--- src/rtl/hse_pkg.sv ---
// ----------------------------------------------------------------------------
// hse_pkg
// Shared sizes, microcode control word layout and microprogram for the heap
// sort engine.
// ----------------------------------------------------------------------------
package hse_pkg;

  // Store size and derived widths
  localparam int unsigned MAX_ITEMS = 64;
  localparam int unsigned ADDR_W    = $clog2(MAX_ITEMS);
  localparam int unsigned CNT_W     = $clog2(MAX_ITEMS + 1);
  localparam int unsigned IDX_W     = ADDR_W + 2;  // holds 2*node+2
  localparam int unsigned DATA_W    = 32;
  localparam int unsigned UPC_W     = 5;

  typedef logic [UPC_W-1:0] upc_t;

  // Datapath actions, one per control word
  typedef enum logic [3:0] {
    A_NONE,
    A_LOAD,    // take an input word into the store
    A_BINIT,   // heap length = count, k = count / 2, build phase
    A_BSTART,  // k--, node = k-1, read node
    A_CAPN,    // latch the sifting value
    A_SREADL,  // top = node, read left child
    A_CMPL,    // compare left child, read right child
    A_CMPR,    // compare right child
    A_SMOVE,   // write larger value at node, node = top
    A_RD0,     // read root, sort phase
    A_RDEND,   // hold root, read heap end
    A_SWAP,    // root to heap end, shrink heap, sift from root
    A_EINIT,   // k = 0
    A_EREAD,   // read slot k, k++
    A_EPUSH,   // load output register
    A_CLR      // clear count and drop flag
  } act_e;

  // Jump conditions
  typedef enum logic [3:0] {
    C_NEXT,
    C_ALWAYS,
    C_NO_LAST,
    C_K_ZERO,
    C_LEFT_OUT,
    C_RIGHT_OUT,
    C_TOP_MOVED,
    C_BUILD,
    C_LEN_LE1,
    C_OUT_BUSY,
    C_K_LT_CNT
  } cond_e;

  typedef struct packed {
    act_e  act;
    cond_e cond;
    upc_t  target;
  } ucode_t;

  // Sequencer to datapath
  typedef struct packed {
    act_e act;
    logic in_fire;
  } hse_ctrl_t;

  // Datapath to sequencer
  typedef struct packed {
    logic k_zero;
    logic left_out;
    logic right_out;
    logic top_moved;
    logic build;
    logic len_le1;
    logic k_lt_cnt;
    logic k_eq_cnt;
    logic dropped;
  } hse_stat_t;

  // Step addresses
  localparam upc_t U_LOAD   = 5'd0;
  localparam upc_t U_BINIT  = 5'd1;
  localparam upc_t U_BTEST  = 5'd2;
  localparam upc_t U_BSTART = 5'd3;
  localparam upc_t U_CAPN   = 5'd4;
  localparam upc_t U_SREADL = 5'd5;
  localparam upc_t U_CMPL   = 5'd6;
  localparam upc_t U_CMPR   = 5'd7;
  localparam upc_t U_SMOVE  = 5'd8;
  localparam upc_t U_SEND   = 5'd9;
  localparam upc_t U_STEST  = 5'd10;
  localparam upc_t U_RDEND  = 5'd11;
  localparam upc_t U_SWAP   = 5'd12;
  localparam upc_t U_EINIT  = 5'd13;
  localparam upc_t U_EREAD  = 5'd14;
  localparam upc_t U_EPUSH  = 5'd15;
  localparam upc_t U_ETEST  = 5'd16;
  localparam upc_t U_CLR    = 5'd17;

  // Microprogram ROM
  function automatic ucode_t ucode_rom(upc_t pc);
    ucode_t w;
    case (pc)
      U_LOAD:   w = '{A_LOAD,   C_NO_LAST,   U_LOAD};
      U_BINIT:  w = '{A_BINIT,  C_NEXT,      U_LOAD};
      U_BTEST:  w = '{A_NONE,   C_K_ZERO,    U_STEST};
      U_BSTART: w = '{A_BSTART, C_NEXT,      U_LOAD};
      U_CAPN:   w = '{A_CAPN,   C_NEXT,      U_LOAD};
      U_SREADL: w = '{A_SREADL, C_LEFT_OUT,  U_SMOVE};
      U_CMPL:   w = '{A_CMPL,   C_RIGHT_OUT, U_SMOVE};
      U_CMPR:   w = '{A_CMPR,   C_NEXT,      U_LOAD};
      U_SMOVE:  w = '{A_SMOVE,  C_TOP_MOVED, U_SREADL};
      U_SEND:   w = '{A_NONE,   C_BUILD,     U_BTEST};
      U_STEST:  w = '{A_RD0,    C_LEN_LE1,   U_EINIT};
      U_RDEND:  w = '{A_RDEND,  C_NEXT,      U_LOAD};
      U_SWAP:   w = '{A_SWAP,   C_ALWAYS,    U_SREADL};
      U_EINIT:  w = '{A_EINIT,  C_NEXT,      U_LOAD};
      U_EREAD:  w = '{A_EREAD,  C_NEXT,      U_LOAD};
      U_EPUSH:  w = '{A_EPUSH,  C_OUT_BUSY,  U_EPUSH};
      U_ETEST:  w = '{A_NONE,   C_K_LT_CNT,  U_EREAD};
      U_CLR:    w = '{A_CLR,    C_ALWAYS,    U_LOAD};
      default:  w = '{A_NONE,   C_ALWAYS,    U_LOAD};
    endcase
    return w;
  endfunction

endpackage

--- src/rtl/hse_datapath.sv ---
// ----------------------------------------------------------------------------
// hse_datapath
// Element store, index registers and signed compare driven by the
// microcode action of the current step.
// ----------------------------------------------------------------------------
module hse_datapath (
  input  logic                        clk_i,
  input  logic                        rst_ni,
  input  hse_pkg::hse_ctrl_t          ctrl_i,
  input  logic [hse_pkg::DATA_W-1:0]  in_value_i,
  output hse_pkg::hse_stat_t          stat_o,
  output logic [hse_pkg::DATA_W-1:0]  rdata_o
);
  import hse_pkg::*;

  logic [DATA_W-1:0] mem [MAX_ITEMS];

  logic [CNT_W-1:0]  cnt_q, cnt_d;
  logic              drop_q, drop_d;
  logic [CNT_W-1:0]  k_q, k_d;
  logic [CNT_W-1:0]  len_q, len_d;
  logic [ADDR_W-1:0] node_q, node_d;
  logic [ADDR_W-1:0] top_q, top_d;
  logic              build_q, build_d;
  logic signed [DATA_W-1:0] nval_q, nval_d;
  logic signed [DATA_W-1:0] tval_q, tval_d;
  logic signed [DATA_W-1:0] rdata_q;

  logic              wr_en;
  logic [ADDR_W-1:0] wr_addr;
  logic [DATA_W-1:0] wr_data;
  logic              rd_en;
  logic [ADDR_W-1:0] rd_addr;

  logic [IDX_W-1:0]  left_w, right_w, len_x;
  logic [CNT_W-1:0]  k_dec, len_dec;
  logic              left_gt, right_gt;

  assign left_w   = IDX_W'({node_q, 1'b1});
  assign right_w  = left_w + IDX_W'(1);
  assign len_x    = IDX_W'(len_q);
  assign k_dec    = k_q - CNT_W'(1);
  assign len_dec  = len_q - CNT_W'(1);
  assign left_gt  = rdata_q > tval_q;
  assign right_gt = rdata_q > tval_q;

  // Status back to the sequencer
  assign stat_o.k_zero    = (k_q == '0);
  assign stat_o.left_out  = (left_w >= len_x);
  assign stat_o.right_out = (right_w >= len_x);
  assign stat_o.top_moved = (top_q != node_q);
  assign stat_o.build     = build_q;
  assign stat_o.len_le1   = (len_q <= CNT_W'(1));
  assign stat_o.k_lt_cnt  = (k_q < cnt_q);
  assign stat_o.k_eq_cnt  = (k_q == cnt_q);
  assign stat_o.dropped   = drop_q;
  assign rdata_o          = rdata_q;

  // Decode the action into register updates and store accesses
  always_comb begin
    cnt_d   = cnt_q;
    drop_d  = drop_q;
    k_d     = k_q;
    len_d   = len_q;
    node_d  = node_q;
    top_d   = top_q;
    build_d = build_q;
    nval_d  = nval_q;
    tval_d  = tval_q;
    wr_en   = 1'b0;
    wr_addr = node_q;
    wr_data = tval_q;
    rd_en   = 1'b0;
    rd_addr = node_q;
    case (ctrl_i.act)
      A_LOAD: begin
        if (ctrl_i.in_fire) begin
          if (cnt_q < CNT_W'(MAX_ITEMS)) begin
            wr_en   = 1'b1;
            wr_addr = cnt_q[ADDR_W-1:0];
            wr_data = in_value_i;
            cnt_d   = cnt_q + CNT_W'(1);
          end else begin
            drop_d = 1'b1;
          end
        end
      end
      A_BINIT: begin
        len_d   = cnt_q;
        k_d     = cnt_q >> 1;
        build_d = 1'b1;
      end
      A_BSTART: begin
        k_d     = k_dec;
        node_d  = k_dec[ADDR_W-1:0];
        rd_en   = 1'b1;
        rd_addr = k_dec[ADDR_W-1:0];
      end
      A_CAPN: begin
        nval_d = rdata_q;
      end
      A_SREADL: begin
        top_d   = node_q;
        tval_d  = nval_q;
        rd_en   = 1'b1;
        rd_addr = left_w[ADDR_W-1:0];
      end
      A_CMPL: begin
        if (left_gt) begin
          top_d  = left_w[ADDR_W-1:0];
          tval_d = rdata_q;
        end
        rd_en   = 1'b1;
        rd_addr = right_w[ADDR_W-1:0];
      end
      A_CMPR: begin
        if (right_gt) begin
          top_d  = right_w[ADDR_W-1:0];
          tval_d = rdata_q;
        end
      end
      A_SMOVE: begin
        // larger child moves up; with no larger child this is the sifting value
        wr_en   = 1'b1;
        wr_addr = node_q;
        wr_data = tval_q;
        node_d  = top_q;
      end
      A_RD0: begin
        build_d = 1'b0;
        rd_en   = 1'b1;
        rd_addr = '0;
      end
      A_RDEND: begin
        tval_d  = rdata_q;
        rd_en   = 1'b1;
        rd_addr = len_dec[ADDR_W-1:0];
      end
      A_SWAP: begin
        wr_en   = 1'b1;
        wr_addr = len_dec[ADDR_W-1:0];
        wr_data = tval_q;
        nval_d  = rdata_q;
        len_d   = len_dec;
        node_d  = '0;
      end
      A_EINIT: begin
        k_d = '0;
      end
      A_EREAD: begin
        rd_en   = 1'b1;
        rd_addr = k_q[ADDR_W-1:0];
        k_d     = k_q + CNT_W'(1);
      end
      A_CLR: begin
        cnt_d  = '0;
        drop_d = 1'b0;
      end
      default: begin
      end
    endcase
  end

  // Control and index registers
  always_ff @(posedge clk_i or negedge rst_ni) begin
    if (!rst_ni) begin
      cnt_q   <= '0;
      drop_q  <= 1'b0;
      k_q     <= '0;
      len_q   <= '0;
      node_q  <= '0;
      top_q   <= '0;
      build_q <= 1'b0;
    end else begin
      cnt_q   <= cnt_d;
      drop_q  <= drop_d;
      k_q     <= k_d;
      len_q   <= len_d;
      node_q  <= node_d;
      top_q   <= top_d;
      build_q <= build_d;
    end
  end

  // Value registers
  always_ff @(posedge clk_i) begin
    nval_q <= nval_d;
    tval_q <= tval_d;
  end

  // Element store: one write port, one registered read port
  always_ff @(posedge clk_i) begin
    if (wr_en) begin
      mem[wr_addr] <= wr_data;
    end
  end

  always_ff @(posedge clk_i) begin
    if (rd_en) begin
      rdata_q <= mem[rd_addr];
    end
  end

endmodule

--- src/rtl/heap_sort_engine_unit.sv ---
// ----------------------------------------------------------------------------
// heap_sort_engine_unit
// Heapsort engine: collects a set of signed words, sorts it in place and
// streams it back in ascending order.
// ----------------------------------------------------------------------------
// Load words on the slave stream, one per cycle, until a word with tlast set;
// up to 64 words are kept and any beyond that are dropped, which sets tuser
// on every result of that set. The block then builds a max-heap and sorts in
// place, taking no input, and streams the set out smallest first with tlast
// on the largest word. Sorting runs on a microcoded sequencer over one
// single-port-read store, so each sift level reads the left child, compares
// the children that exist and moves the larger value up, and each heap node
// or sort step adds setup steps of its own. Emitting reads each word, loads
// it into the output register and tests for the set end, waiting while the
// output is held. A new set is accepted after the end test and clear steps
// that follow the last result entering the output register.
module heap_sort_engine_unit (
  input  logic        clk_i,
  input  logic        rst_ni,
  // slave stream
  input  logic        s_axis_tvalid,
  output logic        s_axis_tready,
  input  logic [31:0] s_axis_tdata,   // [31:0] value
  input  logic        s_axis_tlast,   // last_in
  // master stream
  output logic        m_axis_tvalid,
  input  logic        m_axis_tready,
  output logic [31:0] m_axis_tdata,   // [31:0] sorted_value
  output logic        m_axis_tlast,   // last_out
  output logic        m_axis_tuser    // overflow
);
  import hse_pkg::*;

  upc_t        pc_q, pc_d;
  ucode_t      uc;
  hse_ctrl_t   ctrl;
  hse_stat_t   stat;
  logic [DATA_W-1:0] dp_rdata;
  logic        in_fire;
  logic        out_free;
  logic        out_load;
  logic        jump;

  logic              m_valid_q;
  logic [DATA_W-1:0] m_data_q;
  logic              m_last_q;
  logic              m_user_q;

  assign uc            = ucode_rom(pc_q);
  assign s_axis_tready = (uc.act == A_LOAD);
  assign in_fire       = s_axis_tvalid && s_axis_tready;
  assign out_free      = !m_valid_q || m_axis_tready;
  assign out_load      = (uc.act == A_EPUSH) && out_free;

  assign ctrl.act     = uc.act;
  assign ctrl.in_fire = in_fire;

  hse_datapath u_datapath (
    .clk_i      (clk_i),
    .rst_ni     (rst_ni),
    .ctrl_i     (ctrl),
    .in_value_i (s_axis_tdata),
    .stat_o     (stat),
    .rdata_o    (dp_rdata)
  );

  // Evaluate the jump condition and pick the next step
  always_comb begin
    case (uc.cond)
      C_NEXT:      jump = 1'b0;
      C_ALWAYS:    jump = 1'b1;
      C_NO_LAST:   jump = !(in_fire && s_axis_tlast);
      C_K_ZERO:    jump = stat.k_zero;
      C_LEFT_OUT:  jump = stat.left_out;
      C_RIGHT_OUT: jump = stat.right_out;
      C_TOP_MOVED: jump = stat.top_moved;
      C_BUILD:     jump = stat.build;
      C_LEN_LE1:   jump = stat.len_le1;
      C_OUT_BUSY:  jump = !out_free;
      C_K_LT_CNT:  jump = stat.k_lt_cnt;
      default:     jump = 1'b0;
    endcase
    pc_d = jump ? uc.target : pc_q + UPC_W'(1);
  end

  // Step counter
  always_ff @(posedge clk_i or negedge rst_ni) begin
    if (!rst_ni) begin
      pc_q <= U_LOAD;
    end else begin
      pc_q <= pc_d;
    end
  end

  // Output register: hold until taken
  always_ff @(posedge clk_i or negedge rst_ni) begin
    if (!rst_ni) begin
      m_valid_q <= 1'b0;
    end else if (out_load) begin
      m_valid_q <= 1'b1;
    end else if (m_axis_tready) begin
      m_valid_q <= 1'b0;
    end
  end

  always_ff @(posedge clk_i) begin
    if (out_load) begin
      m_data_q <= dp_rdata;
      m_last_q <= stat.k_eq_cnt;
      m_user_q <= stat.dropped;
    end
  end

  assign m_axis_tvalid = m_valid_q;
  assign m_axis_tdata  = m_data_q;
  assign m_axis_tlast  = m_last_q;
  assign m_axis_tuser  = m_user_q;

`ifndef SYNTH
  // never overwrite a word that is still waiting
  assert property (@(posedge clk_i) disable iff (!rst_ni)
    out_load |-> (!m_valid_q || m_axis_tready))
    else $error("output word overwritten");

  // the step counter stays inside the program
  assert property (@(posedge clk_i) disable iff (!rst_ni)
    pc_q <= U_CLR)
    else $error("step counter out of program");

  // a set end stops input until the set is sorted and emitted
  assert property (@(posedge clk_i) disable iff (!rst_ni)
    (in_fire && s_axis_tlast) |=> !s_axis_tready)
    else $error("input taken after set end");
`endif

endmodule

--- config.mk ---
export PLATFORM = sky130hd
export DESIGN_NAME = heap_sort_engine_unit
export DESIGN_NICKNAME = d
export VERILOG_FILES = /design/src/rtl/hse_pkg.sv /design/src/rtl/hse_datapath.sv /design/src/rtl/heap_sort_engine_unit.sv
export SDC_FILE = /design/constraint.sdc
export NUM_CORES = 2
export LEC_CHECK = 0
export BUFFER_PORTS_ARGS = -buffer_cell sky130_fd_sc_hd__clkbuf_2
export CORE_MARGIN = 1
export CORE_UTILIZATION = 25
export DETAILED_ROUTE_END_ITERATION = 16
export GPL_TIMING_DRIVEN = 0
export PLACE_DENSITY = 0.51
export SLEW_MARGIN = 20
export SYNTH_ARGS = -nofsm -noshare
export SYNTH_HDL_FRONTEND = slang
export SYNTH_SLANG_ARGS = --single-unit
--- constraint.sdc ---
create_clock -name clk_i -period 6.5 [get_ports clk_i]
set_clock_uncertainty 0.1 [all_clocks]
set_input_delay 1.3 -clock clk_i [delete_from_list [all_inputs] [get_ports clk_i]]
set_output_delay 1.3 -clock clk_i [all_outputs]
set_load 0.01 [all_outputs]
# After elaboration in Yosys (flattened, before gate mapping)
# Memories as Yosys holds them, arrays and structs flattened. A register that Yosys moved wholly into a read port is not among the register bits.
# Cells that the tools add are included.
# totals
register_bits,139
ramBits,2048
mem_bits_ro,384
output_inout_bits,36
elab_cells,117
mem_count,2
# classes
n_addsub,6
order_cmp,6
n_eq_ne,33
mux,32
n_reduce_logical,24
# mem_list
memory,depth,width,read_ports,rd_ports_with_merged_regs,write_ports,line,text
u_datapath.mem,64,32,1,1,1,hse_datapath.sv:16,logic [DATA_W-1:0] mem [MAX_ITEMS];
(no name shown),32,12,1,0,0,hse_pkg.sv:101,case (pc)
# ops
op,count
$mux 32,4
$pmux 32 s3,1
$eq 4x4->1 const B,11
$pmux 6 s3,2
$pmux 6 s6,1
$eq 4x3->1 const B,8
$gt 32x32->1,1
$pmux 7 s2,2
$pmux 7 s4,1
$mux 6,4
$eq 4x2->1 const B,4
$add 7x1->7 const B,2
$mux 7,2
$sub 7x1->7 const B,2
$pmux 6 s2,1
$ne 2x1->1 const B,5
$pmux 1 s10,1
$mux 1,9
$reduce_and 3->1,3
$reduce_bool 3->1,3
$add 7x1->8 const B,1
$eq 4x1->1 const B,2
$ge 8x7->1,1
$reduce_bool 2->1,4
other kinds (18),26

# Longest topological paths before layout
# An unclocked memory read counts as a cell.
# logic_depth
depth_word,7
ltp_mapped,18
mapped_depth_nobuf,13

# Modules after synthesis
# Synthesis repeated with hierarchy kept, for this count alone.
# unflattened
hier_cells,5899
area_unflattened_um2,89777.4
# modules_own_cells
mod,instances,cells_per_inst,area_each_um2
hse_datapath,1,5756,87855.5
heap_sort_engine_unit,1,143,1921.8

# Least setup slack after synthesis
# OpenSTA, ideal clock, no wires.
# synth_timing
path_kind,register to register
startpoint,reg pc_q[0]
endpoint,mem u_datapath.mem[47][0] (enable)
setup_ps,502
arrival_time_ps,6540
path_slack_ps,-641
path_stages_with_launch,13
path_buffers,2
synth_period_minus_slack_ps,7141
cell_sequence,dfrtp_1 > inv_2 > ha_1 > mux4_2 > buf_2 > nor4_2 > and3_1 > clkbuf_1 > nor2_1 > a221o_1 > nor2_1 > nand3_1 > nor4_1
# synth_between
elab_chain_len,7
elab_cells_between_ends,12
cone_classes,eq/ne (3); mux (6); reduce/logical (2); memory (1)
# synth_lines
item,line,text
start: declaration,heap_sort_engine_unit.sv:34,"upc_t pc_q, pc_d;"
start signal: assignment,heap_sort_engine_unit.sv:91,pc_q <= pc_d;
$mem_v2 32x12 *,--,
$eq 4x1->1 *,heap_sort_engine_unit.sv:50,assign s_axis_tready = (uc.act == A_LOAD);
named net s_axis_tready,heap_sort_engine_unit.sv:22,"output logic s_axis_tready,"
$logic_and 1x1->1,heap_sort_engine_unit.sv:51,assign in_fire = s_axis_tvalid && s_axis_tready;
$mux 1,hse_datapath.sv:77,if (ctrl_i.in_fire) begin
$pmux 1 s2,hse_datapath.sv:75,case (ctrl_i.act)
$mux 1,hse_datapath.sv:193,if (wr_en) begin
$mux 1 (not written as such),hse_datapath.sv:194,mem[wr_addr] <= wr_data;
end: declaration,hse_datapath.sv:16,
# The timed path passes the listed nets; every way through them passes the cells marked *.

# Final worst setup path
# layout_timing
startpoint,reg pc_q[0]
endpoint,"reg u_datapath.rdata_q[16] (netlist: u_datapath.rdata_o[16]), read port of u_datapath.mem (data pin)"
# layout_between
elab_chain_len,4
elab_cells_between_ends,10
cone_classes,eq/ne (6); mux (2); reduce/logical (1); memory (1)
# layout_lines
item,line,text
$mem_v2 32x12 *,--,
"$eq 4x2->1, or another cell as far along",hse_datapath.sv:75,
$reduce_or 6->1 (no line),--,
$mux 1,hse_datapath.sv:75,
end: declaration,hse_datapath.sv:27,logic signed [DATA_W-1:0] rdata_q;
# Mark *: on every way between the ends. The rest lies on a longest branch, timed or not.
# A chain may end at the register's enable or synchronous reset.

==> results.py <==
metrics = {
    "outcome": {
        "status": "finished, final reports clean",
    },
    "critical_path": {
        "reg2reg_from": "pc_q[0]$_DFF_PN0_",
        "max_stage_delay_ns": 0.64,
        "required_ns": 7.02,
        "worst_r2r_path_depth": 17,
        "cp-end-kind": "flip-flop",
        "path_cells": "inv_2, ha_1, inv_1, mux4_2, buf_2, or4_1, o2111ai_4, nand2_2, buf_4, buf_2, buf_2, buf_2, nand2_1, nand3_1, a32oi_1, nand4_1, or3b_1",
        "cp_num_buf_inv": 7,
        "arrival_ns": 6.99,
        "path_max_fanout": 10,
        "cp-start-kind": "flip-flop",
        "slowest_stage": "a32oi_1",
        "crit_family": "simple AND/OR/NAND/NOR gates",
        "r2r_slack_ns": 0.04,
        "path_class": "flip-flop to flip-flop",
        "cpMostUsedCell": "buf_2",
        "reg2reg_to": "u_datapath.rdata_o[16]$_DFFE_PP_",
    },
    "sta": {
        "min_period_ns": 6.462,
        "max-slew-margin-rel_pct": 18.72,
        "slew_viol_final": 0,
        "hold_viol_final": 0,
        "fmax_mhz": 154.7,
        "setup_viol": 0,
        "finalCritPeriodShare_pct": 99.42,
        "rsz0062_at_grt": "yes",
        "hold_ws_ns": 0.3521,
        "worst_pin_slew_ns": 1.211,
    },
    "die": {
        "io_pins": 73,
        "die-area_sq_mm": 0.3547,
        "initial_core_util_pct": 25.17,
        "std_cell_rows": 217,
        "die_w_um": 595.6,
        "core_region_area_sq_mm": 0.3500,
        "dieHeight_um": 595.6,
    },
    "place": {
        "gp_congestion": 0.8635,
        "place_inst": 10363,
        "dp_hpwl_um": 215700,
        "port_buffers": 72,
        "placed_area_sq_mm": 0.09974,
    },
    "detailed_routing": {
        "dr_wl_met3_um": 23740,
        "maxUsedRoutingLayer": "met5",
        "wl_met2_um": 141700,
        "route.layer.met1.wl_um": 119200,
        "wl_um": 296400,
        "wire_per_inst_um": 27.47,
        "drt_iter0_markers": 7229,
        "ant_nets": 0,
        "drt_pass1_iterations": 8,
        "drcViolationCount": 0,
        "num_vias": 53853,
        "viasPerCell": 4.990,
    },
    "clock_network": {
        "cts_made_buffers": 222,
        "cts_tree": "built",
        "htreeDepth": 4,
        "cts.sink_count": 2219,
        "clkSlewWorstSetupHoldPaths_ns": 0.06,
        "cts_max_path_buffers": 3,
        "cts_hold_buf": 0,
        "clkLatencyLatePin_ns": 0.88,
        "cts-root-buf": "clkbuf_16",
    },
    "synth": {
        "seq_area_frac_synth_pct": 75.42,
        "synth_nets": 5592,
        "synth.distinct_cells": 78,
        "yosysWarnings": 0,
        "synth_xor_area_share_pct": 0.2188,
        "synthMuxAreaShare_pct": 7.134,
        "post-synth-top-count-cell": "edfxtp_1",
        "synth.avg_cell_area_sq_um": 16.04,
        "synth-compound-area-share_pct": 4.758,
        "synthTopCellsByCount": "2178 x edfxtp_1, 1045 x nand2_1, 466 x nand3_1",
        "synth_edf_count": 2178,
        "synth_adder_area_share_pct": 0.8950,
        "yosys_register_bits": 2219,
        "yosys.area.top_type": "edfxtp_1",
        "synth.top_cell.area_share_pct": 74.26,
        "syn_area_sq_mm": 0.08808,
        "synth_top_family_by_area": "simple AND/OR/NAND/NOR gates",
        "synthSimpleGateAreaFrac_pct": 9.742,
        "synth_area_leaders": "edfxtp_1 74%, mux4_2 6.4%, nand2_1 4.5%, nand3_1 2.6%, dfrtp_1 1.2%",
        "syn_inst": 5492,
        "ys.flop_type": "edfxtp_1",
        "synthArstFlopShare_pct": 1.848,
    },
    "global_routing": {
        "grt_max_degree": 65,
        "grt_pass1_vias": 51962,
        "grt_pass1_wl_um": 408800,
        "antenna_found_initial": 16,
        "grt_overflow": 0,
        "grt.total_usage_pct": 16.26,
    },
    "finish": {
        "final_cells": 10793,
        "area_delta_synth_final_pct": 21.83,
        "finalInstanceArea_sq_mm": 0.1073,
        "nNetsFinal": 6102,
        "drive_gt1_share_pct": 19.14,
    },
    "pwr": {
        "pwr_density_cell_mw_per_mm2": 262.7,
        "p_int_mw": 22.64,
        "p_sw_mw": 5.548,
        "combPwrFrac_pct": 0.1,
        "power.leakage_nw": 27.98,
        "clock_power_share_pct": 45.1,
        "p_seq_share_pct": 54.9,
        "switching_share_pct": 19.69,
        "ir_drop_mv": 0.3389,
    },
    "run": {
        "drv_cap": 0,
    },
    "hold_path": {
        "hold_class": "primary input to asynchronous set/reset pin",
    },
}
==> worst register-to-register path: cells and delay by family, from the launching register on <==
family / cells / cell delay (ns)
AND/OR/NAND/NOR: 6 / 2.18
flip-flops: 1 / 0.49
AO/OA/AOI/OAI: 2 / 0.79
buffers and inverters: 7 / 1.78
adder cells (fa/ha/maj): 1 / 0.32
multiplexers: 1 / 0.55
==> metal layers <==
layer  track usage (%)  vias up
met4             6.100        8
met2             26.86     2596
met1             21.36    28225
met5                 0        -
li1                  -    22540
met3             2.751      484
==> flip-flops by register name, indices dropped and copies added, names as in the netlist, 6 cells and up <==
signal / flops
u_datapath.mem: 2048
m_axis_tdata: 32
u_datapath.nval_q: 32
u_datapath.rdata_o: 32
u_datapath.tval_q: 32
u_datapath.cnt_q: 7
u_datapath.k_q: 7
u_datapath.len_q: 7
u_datapath.node_q: 6
u_datapath.top_q: 6
==> cell families after synthesis <==
| logic type | Yosys count |
|---|---|
| AOI/OAI and AO/OA | 574 |
| xor gates and xnor gates | 22 |
| adders and majority gates | 63 |
| buffers and inverters | 382 |
| DFF | 2219 |
| muxes | 310 |
| and+or+nand+nor | 1922 |
==> how the worst max path moves through the flow <==
stage,from,to,cells past startpoint
2_1_floorplan,pc_q[0]$_DFF_PN0_,u_datapath.mem[38][0]$_DFFE_PP_,11
3_3_place_gp,pc_q[0]$_DFF_PN0_,u_datapath.mem[14][1]$_DFFE_PP_,11
3_5_place_dp,pc_q[0]$_DFF_PN0_,u_datapath.rdata_o[10]$_DFFE_PP_,15
4_1_cts,pc_q[0]$_DFF_PN0_,u_datapath.rdata_o[28]$_DFFE_PP_,15
5_1_grt,pc_q[0]$_DFF_PN0_,u_datapath.mem[2][6]$_DFFE_PP_,14
6_report,pc_q[0]$_DFF_PN0_,u_datapath.rdata_o[16]$_DFFE_PP_,17
==> layout by cell type (no fill, tap or decap), types with 65 or more instances in the layout <==
cell type / n
edfxtp_1: 2178
nand2_1: 1043
nand3_1: 464
mux4_2: 249
clkbuf_16: 227
clkbuf_1: 185
buf_16: 113
clkbuf_2: 98
buf_2: 91
a32oi_1: 87
nor2_1: 84
a22oi_1: 75
and3_1: 72
buf_12: 65
==> metrics by stage <==
step / setup TNS (ns) / power [mW] / utilization (%) / setup WS (ns)
after floorplan: 0 / 15.77 / - / 0.2680
after global placement: - / 15.78 / 26.92 / -5.541
after detailed placement: -166.83 / 15.79 / 28.50 / -1.370
after CTS: 0 / 28.34 / 30.61 / 0.01313
after global routing: -20.04 / 28.84 / 30.65 / -0.1949
final: 0 / 28.18 / 30.66 / 0.03757
==> cell type report <==
| cell class | instances | area [sq um] |
|---|---|---|
| fillers | 34087 | 242700 |
| flip-flops and latches | 2219 | 66430 |
| multi-input cells | 2891 | 21160 |
| clock buffers | 275 | 5861 |
| well taps | 4599 | 5754 |
| repair buffers | 287 | 5127 |
| plain buffers | 319 | 1488 |
| clock inverters | 134 | 1227 |
| inverters | 62 | 235.2 |
| diodes | 7 | 17.52 |
==> repair_timing <==
item	CTS	global route
resized for setup	57	35
setup buffers	5	10
cloned	0	0
setup endpoints to repair	1205	290
pin swaps	11	11
==> power by group through the flow <==
stage	Sequential, mW	Combinational (mW)	Clock, mW
final	15.5	0.0170	12.7
after floorplan	15.8	0.000251	0
after detailed placement	15.8	0.0178	0
after global placement	15.8	0.0174	0
after CTS	15.5	0.0180	12.9
after global routing	15.5	0.0195	13.4
Power figures use the tool's default switching activity.
